===== src/rtl/pli_pkg.sv =====
// ----------------------------------------------------------------------------
// Piecewise-linear interpolator package
// Widths, codes and the control bundle shared by the interpolator modules.
// ----------------------------------------------------------------------------
package pli_pkg;

   localparam int DATA_W     = 32;
   localparam int MAX_POINTS = 64;
   localparam int ADDR_W     = $clog2(MAX_POINTS);
   localparam int COUNT_W    = 7;
   localparam int FRAC_W     = 16;
   localparam int SPAN_W     = DATA_W + 1;
   localparam int QUO_W      = SPAN_W + FRAC_W;
   localparam int ACC_W      = QUO_W + 1;
   localparam int STEP_W     = 6;
   localparam int DIV_STEPS  = QUO_W;
   localparam int MUL_STEPS  = DATA_W;
   localparam int REGION_W   = 2;

   localparam logic REQ_WRITE = 1'b0;
   localparam logic REQ_QUERY = 1'b1;

   localparam logic [REGION_W-1:0] REGION_INSIDE = 2'd0;
   localparam logic [REGION_W-1:0] REGION_BELOW  = 2'd1;
   localparam logic [REGION_W-1:0] REGION_ABOVE  = 2'd2;

   typedef struct packed {
      logic start;
      logic op_mul;
   } pli_cmd_type;

endpackage


===== src/rtl/pli_muldiv.sv =====
// ----------------------------------------------------------------------------
// Interpolator multiply/divide unit
// Radix-2 unsigned divider and shift-add multiplier around one shared adder.
// ----------------------------------------------------------------------------
module pli_muldiv (
   input  logic                        clock,
   input  logic                        reset,
   input  pli_pkg::pli_cmd_type        cmd,
   input  logic [pli_pkg::QUO_W-1:0]   opa,
   input  logic [pli_pkg::SPAN_W-1:0]  opb,
   output logic [pli_pkg::QUO_W-1:0]   res_hi,
   output logic [pli_pkg::QUO_W-1:0]   res_lo,
   output logic                        done
);
   import pli_pkg::*;

   logic              run_ff, run_in;
   logic              done_ff, done_in;
   logic              mul_ff, mul_in;
   logic [STEP_W-1:0] cnt_ff, cnt_in;
   logic [ACC_W-1:0]  acc_ff, acc_in;
   logic [QUO_W-1:0]  lo_ff, lo_in;
   logic [QUO_W-1:0]  opb_ff, opb_in;

   logic [SPAN_W:0]   rem_shift;
   logic [ACC_W-1:0]  add_a;
   logic [ACC_W-1:0]  add_b;
   logic [ACC_W-1:0]  add_sum;

   assign rem_shift = {acc_ff[SPAN_W-1:0], lo_ff[QUO_W-1]};

   always_comb begin
      if (mul_ff) begin
         add_a = {1'b0, acc_ff[QUO_W-1:0]};
         add_b = lo_ff[0] ? {1'b0, opb_ff} : '0;
      end else begin
         add_a = {{(ACC_W-SPAN_W-1){1'b0}}, rem_shift};
         add_b = ~{1'b0, opb_ff};
      end
      add_sum = add_a + add_b + {{(ACC_W-1){1'b0}}, ~mul_ff};
   end

   always_comb begin
      run_in  = run_ff;
      done_in = 1'b0;
      mul_in  = mul_ff;
      cnt_in  = cnt_ff;
      acc_in  = acc_ff;
      lo_in   = lo_ff;
      opb_in  = opb_ff;
      if (cmd.start) begin
         run_in = 1'b1;
         mul_in = cmd.op_mul;
         acc_in = '0;
         if (cmd.op_mul) begin
            cnt_in = STEP_W'(MUL_STEPS - 1);
            lo_in  = {{(QUO_W-DATA_W){1'b0}}, opb[DATA_W-1:0]};
            opb_in = opa;
         end else begin
            cnt_in = STEP_W'(DIV_STEPS - 1);
            lo_in  = opa;
            opb_in = {{(QUO_W-SPAN_W){1'b0}}, opb};
         end
      end else if (run_ff) begin
         cnt_in = cnt_ff - 1'b1;
         if (cnt_ff == '0) begin
            run_in  = 1'b0;
            done_in = 1'b1;
         end
         if (mul_ff) begin
            acc_in = {1'b0, add_sum[ACC_W-1:1]};
            lo_in  = {add_sum[0], lo_ff[QUO_W-1:1]};
         end else if (!add_sum[ACC_W-1]) begin
            acc_in = add_sum;
            lo_in  = {lo_ff[QUO_W-2:0], 1'b1};
         end else begin
            acc_in = {{(ACC_W-SPAN_W-1){1'b0}}, rem_shift};
            lo_in  = {lo_ff[QUO_W-2:0], 1'b0};
         end
      end
   end

   always_ff @(posedge clock) begin
      if (reset) begin
         run_ff  <= 1'b0;
         done_ff <= 1'b0;
      end else begin
         run_ff  <= run_in;
         done_ff <= done_in;
      end
      mul_ff <= mul_in;
      cnt_ff <= cnt_in;
      acc_ff <= acc_in;
      lo_ff  <= lo_in;
      opb_ff <= opb_in;
   end

   assign res_hi = acc_ff[QUO_W-1:0];
   assign res_lo = lo_ff;
   assign done   = done_ff;

endmodule


===== config.mk =====
export PLATFORM = sky130hd
export DESIGN_NAME = pli_muldiv
export DESIGN_NICKNAME = d
export VERILOG_FILES = /design/src/rtl/pli_pkg.sv /design/src/rtl/pli_muldiv.sv
export SDC_FILE = /design/constraint.sdc
export NUM_CORES = 1
export LEC_CHECK = 0
export BUFFER_PORTS_ARGS = -buffer_cell sky130_fd_sc_hd__buf_4
export CELL_PAD_IN_SITES_DETAIL_PLACEMENT = 2
export CELL_PAD_IN_SITES_GLOBAL_PLACEMENT = 2
export CORE_MARGIN = 10
export CORE_UTILIZATION = 38
export DETAILED_ROUTE_END_ITERATION = 12
export PLACE_DENSITY_LB_ADDON = 0.05
export SLEW_MARGIN = 20
export SYNTH_ARGS = -nofsm -noshare
export SYNTH_HDL_FRONTEND = slang
export SYNTH_SLANG_ARGS = --single-unit

===== constraint.sdc =====
create_clock -name clock -period 12.9 [get_ports clock]
set_input_delay 1.29 -clock clock [delete_from_list [all_inputs] [get_ports clock]]
set_output_delay 1.29 -clock clock [all_outputs]
set_load 0.01 [all_outputs]

## Word level (Yosys, flattened, before mapping)

Cells that the tools add are included.

- Add/sub/neg operators: 3
- Multiply operators: 0
- Divide/modulo/power cells: 0
- Order comparisons: 0
- Eq/ne operators: 0
- Shift-type cells: 0
- Mux-type cells: 18
- Bitwise gates (word level): 3
- Reductions and logical operators: 3

Operator list:

| kind | count |
|---|---|
| $mux 49 | 8 |
| $add 50x1->50 | 1 |
| $add 50x50->50 | 1 |
| $mux 50 | 1 |
| $not 49->50 | 1 |
| $mux 33 | 1 |
| $mux 6 | 3 |
| $logic_not 6->1 | 1 |
| $sub 6x1->6 const B | 1 |
| $mux 1 | 5 |
| $reduce_or 3->1 | 1 |
| $not 1->1 | 2 |
| $reduce_bool 2->1 | 1 |

- Flip-flop bits (word level): 156
- Bits in latches: 0
- RAM bits: 0
- Memory bits (read-only): 0
- Input port bits: 86
- Output and inout bits: 99
- Logic and storage cells: 35
- Memories: 0

## Logic depth before layout (Yosys ltp)

Gate-level depths: netlist of the first run.

- Depth in word-level cells: 8
- Gate-level depth with buffers: 19
- Gate-level depth less buffers: 16

## Worst setup path before layout of the first run

OpenSTA, ideal clock, no wires.

- Path kind: register -> register
- Start point: register mul_ff
- End point: register acc_ff[47]
- Setup time: 0.122 ns
- Arrival: 4.239 ns
- Data required time: 12.778 ns
- Path slack: 8.539 ns
- Cell stages (with the launch flop): 18
- Buffers on the path: 3
- Clock period less this slack: 4.361 ns
- Cell sequence: edfxtp_1 clkbuf_1 clkbuf_1 clkbuf_1 mux2_2 fa_1 inv_1 fa_1 nand2b_1 a21oi_1 o21ai_0 o211ai_2 a41oi_1 o31ai_2 a31oi_1 a21oi_1 xor2_1 a221o_1

- Cells in the longest elaborated chain, start to end: 5
- Elaborated cells between the ends (all ways): 7
- Those cells by class: add/sub (2); mux (4); bitwise (1)

Ends and longest elaborated chain:

| what | RTL line | source |
|---|---|---|
| start: declaration | pli_muldiv.sv:19 | `logic mul_ff, mul_in;` |
| start signal: assignment | pli_muldiv.sv:91 | `mul_ff <= mul_in;` |
| $mux 49 or $mux 50 (tied branches) | pli_muldiv.sv:33 | `if (mul_ff) begin` |
| $add 50x50->50 | pli_muldiv.sv:40 | `add_sum = add_a + add_b + {{(ACC_W-1){1'b0}}, ~mul_ff};` |
| $add 50x1->50 | pli_muldiv.sv:40 |  |
| $mux 49 | pli_muldiv.sv:73 | `end else if (!add_sum[ACC_W-1]) begin` |
| $mux 49 (*) | pli_muldiv.sv:70 | `if (mul_ff) begin` |
| end signal: assignment | pli_muldiv.sv:93 | `acc_ff <= acc_in;` |
| end: declaration | pli_muldiv.sv:21 | `logic [ACC_W-1:0] acc_ff, acc_in;` |

Every way passes the cells marked *; elsewhere a longest branch is shown, timed or not.
A chain may end at the register's enable or synchronous reset.

## Final worst setup path of the first run

- Start point: register mul_ff
- End point: register acc_ff[9]

The elaborated chain is that of the path after synthesis.

==> results of run 1 <==
-- power by group through the flow --
stage	Sequential (W)	Combinational [W]	Clock, W
after floorplan	0.000641	0.000272	0
after global placement	0.000642	0.000441	0
after detailed placement	0.000644	0.000455	0
after CTS	0.000634	0.000460	0.000549
after global routing	0.000641	0.000507	0.000570
final	0.000634	0.000457	0.000538
-- state kept, by name (all words and copies together) (netlist names) --
signal	count
run_ff	1
acc_ff	49
mul_ff	1
done	1
res_lo	49
opb_ff	49
cnt_ff	6
-- how the worst min path moves through the flow --
stage                          start    endpoint  cells after the start
final                     acc_ff[33]  acc_ff[33]                      2
after global routing      acc_ff[45]  acc_ff[45]                      2
after CTS                 acc_ff[44]  acc_ff[44]                      2
after detailed placement  acc_ff[44]  acc_ff[44]                      2
after global placement    acc_ff[44]  acc_ff[44]                      2
after floorplan           acc_ff[44]  acc_ff[44]                      2
-- area by class of cell --
type,instances,area (µm²)
fill,3170,15500
tap,384,480
clock buffer,17,425
inverter,27,101
clock inverter,15,196
sequential,156,4170
timing repair buffer,196,1480
multi-input combinational,962,6560
antenna,1,2.50
-- worst register-to-register path: cells and delay by family, from the launching register on --
kind	cells	cell delay, ps
fa+ha+maj	1	440
mux	2	890
buf+inv	3	1730
compound gates	6	1770
flops	1	380
simple gates	3	560
-- synth_stat cells (all sizes together), types with 20 or more instances --
master,count,area (µm²)
nand2,155,582
o21ai,125,633
a21oi,109,561
edfxtp,105,3150
clkbuf,79,297
mux2,67,754
mux2i,54,541
dfxtp,51,1020
ha,50,626
a211oi,47,353
nor2,41,154
and2,39,244
nor2b,38,238
xnor2,30,263
inv,26,97.6
a21o,21,158
o211ai,20,155
xor2,20,175
-- kinds of logic after synthesis --
| kind of cell | count (synthesis) | share of synthesized area [%] |
|---|---|---|
| AO/OA/AOI/OAI | 407 | 23.0 |
| AND/OR/NAND/NOR | 332 | 13.9 |
| flip-flops | 156 | 37.2 |
| buffers and inverters | 122 | 4.49 |
| multiplexers | 121 | 11.5 |
| adder cells (fa/ha/maj) | 52 | 5.93 |
| XOR/XNOR | 50 | 3.90 |
-- layer usage --
layer / up-vias / GRT usage, % / share of wire (%)
met5: - / 0 / 0
met4: 0 / 3.76 / 0.82
met3: 19 / 5.71 / 5.2
met2: 183 / 34.7 / 46
met1: 5041 / 30.6 / 48
li1: 4807 / - / -
-- placed cells by master, fill, tap and decap left out, types with 4 or more instances in the layout --
cell type,instances
a211oi_1,47
a21o_1,21
a21oi_1,107
a221o_1,5
a22o_1,16
a31oi_1,8
and2_1,39
buf_4,195
clkbuf_16,17
clkinv_8,4
dfxtp_1,51
edfxtp_1,105
ha_1,50
inv_1,25
inv_8,6
mux2_2,67
mux2i_1,54
nand2_1,154
nand2b_1,8
nand3_1,12
nand4_1,13
nor2_1,39
nor2b_1,38
nor3_1,14
o211ai_1,19
o21a_1,4
o21ai_0,121
o21bai_1,8
o31ai_1,4
o32ai_1,8
xnor2_1,30
xor2_1,20
-- through the flow --
stage / hold WS [ps] / instance area, µm²
finish: 467 / 13400
global route: 511 / 13400
CTS: 471 / 13400
detailed placement: 456 / 12800
global placement: 446 / 12800
floorplan: 470 / 11200
==> results.yml, run 1 <==
run_status:
  status: "finished clean"
logic_synthesis:
  syn_avg_cell_area_um2: 9.05
  synth_cell_types: 67
  synthArstFlopShare_pct: 0
  synth_enable_flop_cells: 105
  seq_area_frac_synth_pct: 37.2
  number_of_nets_in_the_synthesized_netlist: 1378
  syn_inst: 1240
  synth_warnings: 0
  postSynth.topFlopCell: "edfxtp_1"
  mappedNetlistArea_um2: 11200
  postSynthRegisterBits: 156
floorplanning:
  die-area_um2: 36800
  core_region_area_um2: 28900
  die_y_um: 192
  floorplan.rows: 62
  dieWidth_um: 192
  start_util_pct: 38.8
  floorplan.io_pins: 185
flow_run:
  max_cap_viol_count: 0
critical_path:
  reg2reg_setup_slack_ps: 7030
  critical_path.n_buffers_inverters: 3
  critical_path.endpoint: "acc_ff[9]"
  worst_setup_path_start_kind: "flop"
  critical_path.reg2reg.endpoint: "acc_ff[9]"
  path_max_fanout: 164
  critical-path-top-delay-family: "compound AO/OA/AOI/OAI gates"
  critical-path-max-stage-delay_ps: 650
  timing.critical_path.required_ps: 13240
  crit_path_cell_chain: "buf_4 -> buf_12 -> mux2_2 -> fa_1 -> a211oi_1 -> o21ai_1 -> nand3_2 -> a31oi_1 -> or3_1 -> a31o_2 -> a21oi_4 -> buf_4 -> mux2_2 -> o21ai_0 -> nand2_1"
  path_class: "reg -> reg"
  cpMaxStageDelayCell: "a21oi_4"
  end_kind: "flop"
  path_depth: 15
  critical_path.startpoint: "mul_ff"
  worst_r2r_path_depth: 15
  regToRegStartpoint: "mul_ff"
  timing.critical_path.arrival_ps: 6210
clock_tree:
  cts_num_sinks: 156
  cts.clk_slew.worst_paths_ps: 80
  ctsHtreeMaxLevel: 4
  clk-insertion-delay-late_ps: 450
  clk_root_buffer_cell: "clkbuf_16"
  cts-buffers-inserted: 17
  cts.hold.buffers_added: 0
  post-cts-setup-buffers: 0
  clock_tree_from_tritoncts: "done"
  max-clock-path-buffers: 2
  resize_count_post_cts: 0
global_routing:
  antenna_found_initial: 1
  grt_pass1_vias: 10940
  grt_first_pass_wirelength_um: 64400
  grt_usage_pct: 22.2
  pin_count_of_the_biggest_net_entering_global_routing: 165
  grt-ovfl-total: 0
pwr:
  share_seq_of_total_power_pct: 38.9
  power.density_cell_area_nw_per_um2: 121
  total_power_w: 0.00163
  p_switching_w: 0.000573
  cellInternalPower_w: 0.00106
  clockPowerShare_pct: 33.0
  switching_share_pct: 35.2
  power_frac_comb_pct: 28.1
  p_leak_nw: 5.54
  maximum_ir_drop_on_the_vdd_rail_uv: 87.5
final_layout:
  count_of_placed_standard_cells_in_the_final_layout_fillers_left_out: 1758
  area_growth_pct: 19.5
  drive_gt1_share_pct: 22.9
  total_nets_final: 1498
  final_core_utilization_pct: 46.4
placed_design:
  place_inst: 1725
  place.detailed.hpwl_um: 30500
  gp_congestion: 0.848
  portBuffers: 184
  pre_cts_slack_ps: 6990
detailed_routing:
  residual_drc_count: 0
  mean_routed_wirelength_per_cell_um: 23.2
  avgViaCountPerCell: 5.72
  postRouteAntennaNets: 0
  detail_route.iter0.violations: 615
  detail_route.first_pass.iterations: 5
  detail_route.wirelength_um: 40800
  vias: 10050
sta:
  totalNegativeSetupSlack_ps: 0
  hold_viol_final: 0
  fin_worst_skew_ps: 19.7
  final_min_period_over_clock_period_pct: 45.5
  achievable-frequency_ghz: 0.170
  timing.final.max_slew_violations: 0
  report.final.setup_viol: 0
  max_slew.worst_pin.slew_ps: 1080
  grt_setup_unrepaired: "false"
  post-route-worst-setup-slack_ps: 7030
  timing.max_slew.rel_slack_pct: 28.1
  minimum_clock_period_ps: 5870
min_path:
  min-delay-path-class: "reg -> reg"
Note: power is estimated with default switching activity, not from simulation.
==> inputs of run 2 (changes only) <==
--- a/config.mk
+++ b/config.mk
@@ -5,11 +5,12 @@
 export SDC_FILE = /design/constraint.sdc
 export NUM_CORES = 1
 export LEC_CHECK = 0
+export ABC_AREA = 1
 export BUFFER_PORTS_ARGS = -buffer_cell sky130_fd_sc_hd__buf_4
 export CELL_PAD_IN_SITES_DETAIL_PLACEMENT = 2
 export CELL_PAD_IN_SITES_GLOBAL_PLACEMENT = 2
 export CORE_MARGIN = 10
-export CORE_UTILIZATION = 38
+export CORE_UTILIZATION = 28
 export DETAILED_ROUTE_END_ITERATION = 12
 export PLACE_DENSITY_LB_ADDON = 0.05
 export SLEW_MARGIN = 20
==> constraint.sdc (replaced) <==
create_clock -name clock -period 4.89 [get_ports clock]
set_input_delay 0.489 -clock clock [delete_from_list [all_inputs] [get_ports clock]]
set_output_delay 0.489 -clock clock [all_outputs]
set_load 0.01 [all_outputs]
==> results.yml, run 2 <==
logic_synthesis:
  post_synth_main_area_contributors: "edfxtp_1 (24%), nand2_1 (22%), inv_1 (9.0%)"
  syn_inst: 2117
  synth_warnings: 0
  synth_cell_types: 37
  postSynth.topFlopCell: "edfxtp_1"
  synth.cells.most_frequent: "nand2_1 (783), inv_1 (315), nor2_1 (183)"
  synth_top_cell_area_share_pct: 23.9
  syn_avg_cell_area_um2: 6.23
  postSynthRegisterBits: 156
  number_of_nets_in_the_synthesized_netlist: 2255
  synth_largest_area_cell: "edfxtp_1"
  synth_enable_flop_cells: 105
  seq_area_frac_synth_pct: 31.6
  synthMostInstantiatedCell: "nand2_1"
  mappedNetlistArea_um2: 13200
  synthArstFlopShare_pct: 0
sta:
  achievable-frequency_ghz: 0.239
  minimum_clock_period_ps: 4180
  grt_setup_unrepaired: "false"
  timing.max_slew.rel_slack_pct: 29.2
  totalNegativeSetupSlack_ps: 0
  post-route-worst-setup-slack_ps: 709
  hold_viol_final: 0
  max_slew.worst_pin.slew_ps: 1060
  final_min_period_over_clock_period_pct: 85.5
  fin_worst_skew_ps: 13.2
  report.final.setup_viol: 0
  timing.final.max_slew_violations: 0
final_layout:
  total_nets_final: 2396
  area_growth_pct: 18.8
  final_core_utilization_pct: 33.7
  commonest_cells_after_routing_fill_and_taps_aside: "nand2_1 (783), inv_1 (312), buf_4 (203), nor2_1 (182), o21ai_0 (146)"
  final_common_cell: "nand2_1"
  final.fill_count: 5796
  drive_gt1_share_pct: 12.5
critical_path:
  critical-path-max-stage-delay_ps: 490
  end_kind: "flop"
  critical_path.n_buffers_inverters: 4
  timing.critical_path.required_ps: 5240
  path_class: "reg -> reg"
  path_max_fanout: 30
  crit_path_frequent_cell: "nand2_1"
  cpMaxStageDelayCell: "edfxtp_1"
  crit_path_cell_chain: "inv_4 -> buf_4 -> nor2_1 -> a21oi_1 -> fa_1 -> inv_1 -> fa_1 -> inv_1 -> nand2_1 -> nand2_1 -> nand3_1 -> nand2_1 -> nand2_1 -> nand2_1 -> nand2_1 -> nand2_1 -> nand2_1 -> nand2_1 -> nand2_1 -> nand3_1 -> nand2_1 -> nand2_1 -> nand2_1"
  critical-path-top-delay-family: "simple AND/OR/NAND/NOR gates"
  worst_setup_path_start_kind: "flop"
  timing.critical_path.arrival_ps: 4530
pwr:
  maximum_ir_drop_on_the_vdd_rail_uv: 265
  total_power_w: 0.00488
  p_leak_nw: 8.06
  power.density_cell_area_nw_per_um2: 311
detailed_routing:
  postRouteAntennaNets: 0
  detail_route.first_pass.iterations: 4
  residual_drc_count: 0
  detail_route.iter0.violations: 744
  avgViaCountPerCell: 4.98
  mean_routed_wirelength_per_cell_um: 21.1
  detail_route.wirelength_um: 60900
  vias: 14327
placed_design:
  portBuffers: 184
  pre_cts_slack_ps: 736
  gp_congestion: 0.887
  place.detailed.hpwl_um: 48800
global_routing:
  grt.met2_usage_pct: 34.4
  busiest_layer: "met2"
  grt_usage_pct: 21.5
  grt_pass1_vias: 15528
  groute.layer.met1.usage_pct: 29.6
  antenna_found_initial: 2
  grt_first_pass_wirelength_um: 94200
  grt-ovfl-total: 0
  routing_usage_on_met3_pct: 3.82
  pin_count_of_the_biggest_net_entering_global_routing: 131
clock_tree:
  ctsHtreeMaxLevel: 4
  cts-buffers-inserted: 17
  clk-insertion-delay-late_ps: 460
  max-clock-path-buffers: 2
  clock_tree_from_tritoncts: "done"
  clk_root_buffer_cell: "clkbuf_16"
  cts.clk_slew.worst_paths_ps: 70
  cts.hold.buffers_added: 0
  cts_num_sinks: 156
  post-cts-setup-buffers: 0
  resize_count_post_cts: 0
floorplanning:
  dieWidth_um: 237
  die_y_um: 237
  core_region_area_um2: 46600
  die-area_um2: 56200
  floorplan.rows: 79
  floorplan.io_pins: 185
  start_util_pct: 28.3
flow_run:
  max_cap_viol_count: 0
run_status:
  status: "finished clean"
min_path:
  min-delay-path-class: "in -> reg"
run 2: changes by cell type in the layout (fill, tap and decap cells not counted), moves of 54 or more:
cell,previous run,this run
mux2_2,67,0
nand3_1,12,110
mux2i_1,54,0
nor2_1,39,182
inv_1,25,312
nand2_1,154,783
run 2: path summary, 6_finish.rpt:
| check | startpoint | to | slack [ps] | depth (start not counted) |
|---|---|---|---|---|
| max reg2reg | mul_ff | acc_ff[47] | 710 | 23 |
| min reg2reg | acc_ff[33] | acc_ff[33] | 480 | 2 |
| min | reset | run_ff | 200 | 2 |
| max | mul_ff | acc_ff[47] | 710 | 23 |
run 2: where the power goes:
part           internal (W)  switching (W)  total (W)  leakage (nW)
Sequential          0.00156       0.000129    0.00169          1.47
Combinational      0.000586        0.00121    0.00180          6.31
Clock              0.000735       0.000656    0.00139         0.281
run 2: cell families after synthesis:
logic type	share of synthesized area [%]
DFF	31.6
AOI/OAI and AO/OA	13.0
buffers and inverters	12.4
and+or+nand+nor	36.8
xor gates and xnor gates	1.13
adders and majority gates	5.04
run 2: area by class of cell:
cell class	count	area [µm²]	area share, %
Antenna cell	1	2.50	0.0160
Clock buffer	18	439	2.80
Clock inverter	14	150	0.957
Inverter	318	1200	7.63
Multi-Input combinational cell	1560	7400	47.2
Sequential cell	156	4170	26.6
Tap cell	607	759	4.84
Timing Repair Buffer	205	1560	9.97
run 2: layer usage:
layer,share of wire (%),up-vias
li1,-,6982
met1,50,7115
met2,45,201
met3,4.0,29
met4,0.92,0
met5,0,-
run 2: metrics by stage:
step                      hold slack [ps]  cells  cell area, µm²
after floorplan                       488   2117           13200
after global placement                464   2846           15100
after detailed placement              463   2846           15100
after CTS                             178   2878           15700
after global routing                  189   2879           15700
final                                 201   2879           15700
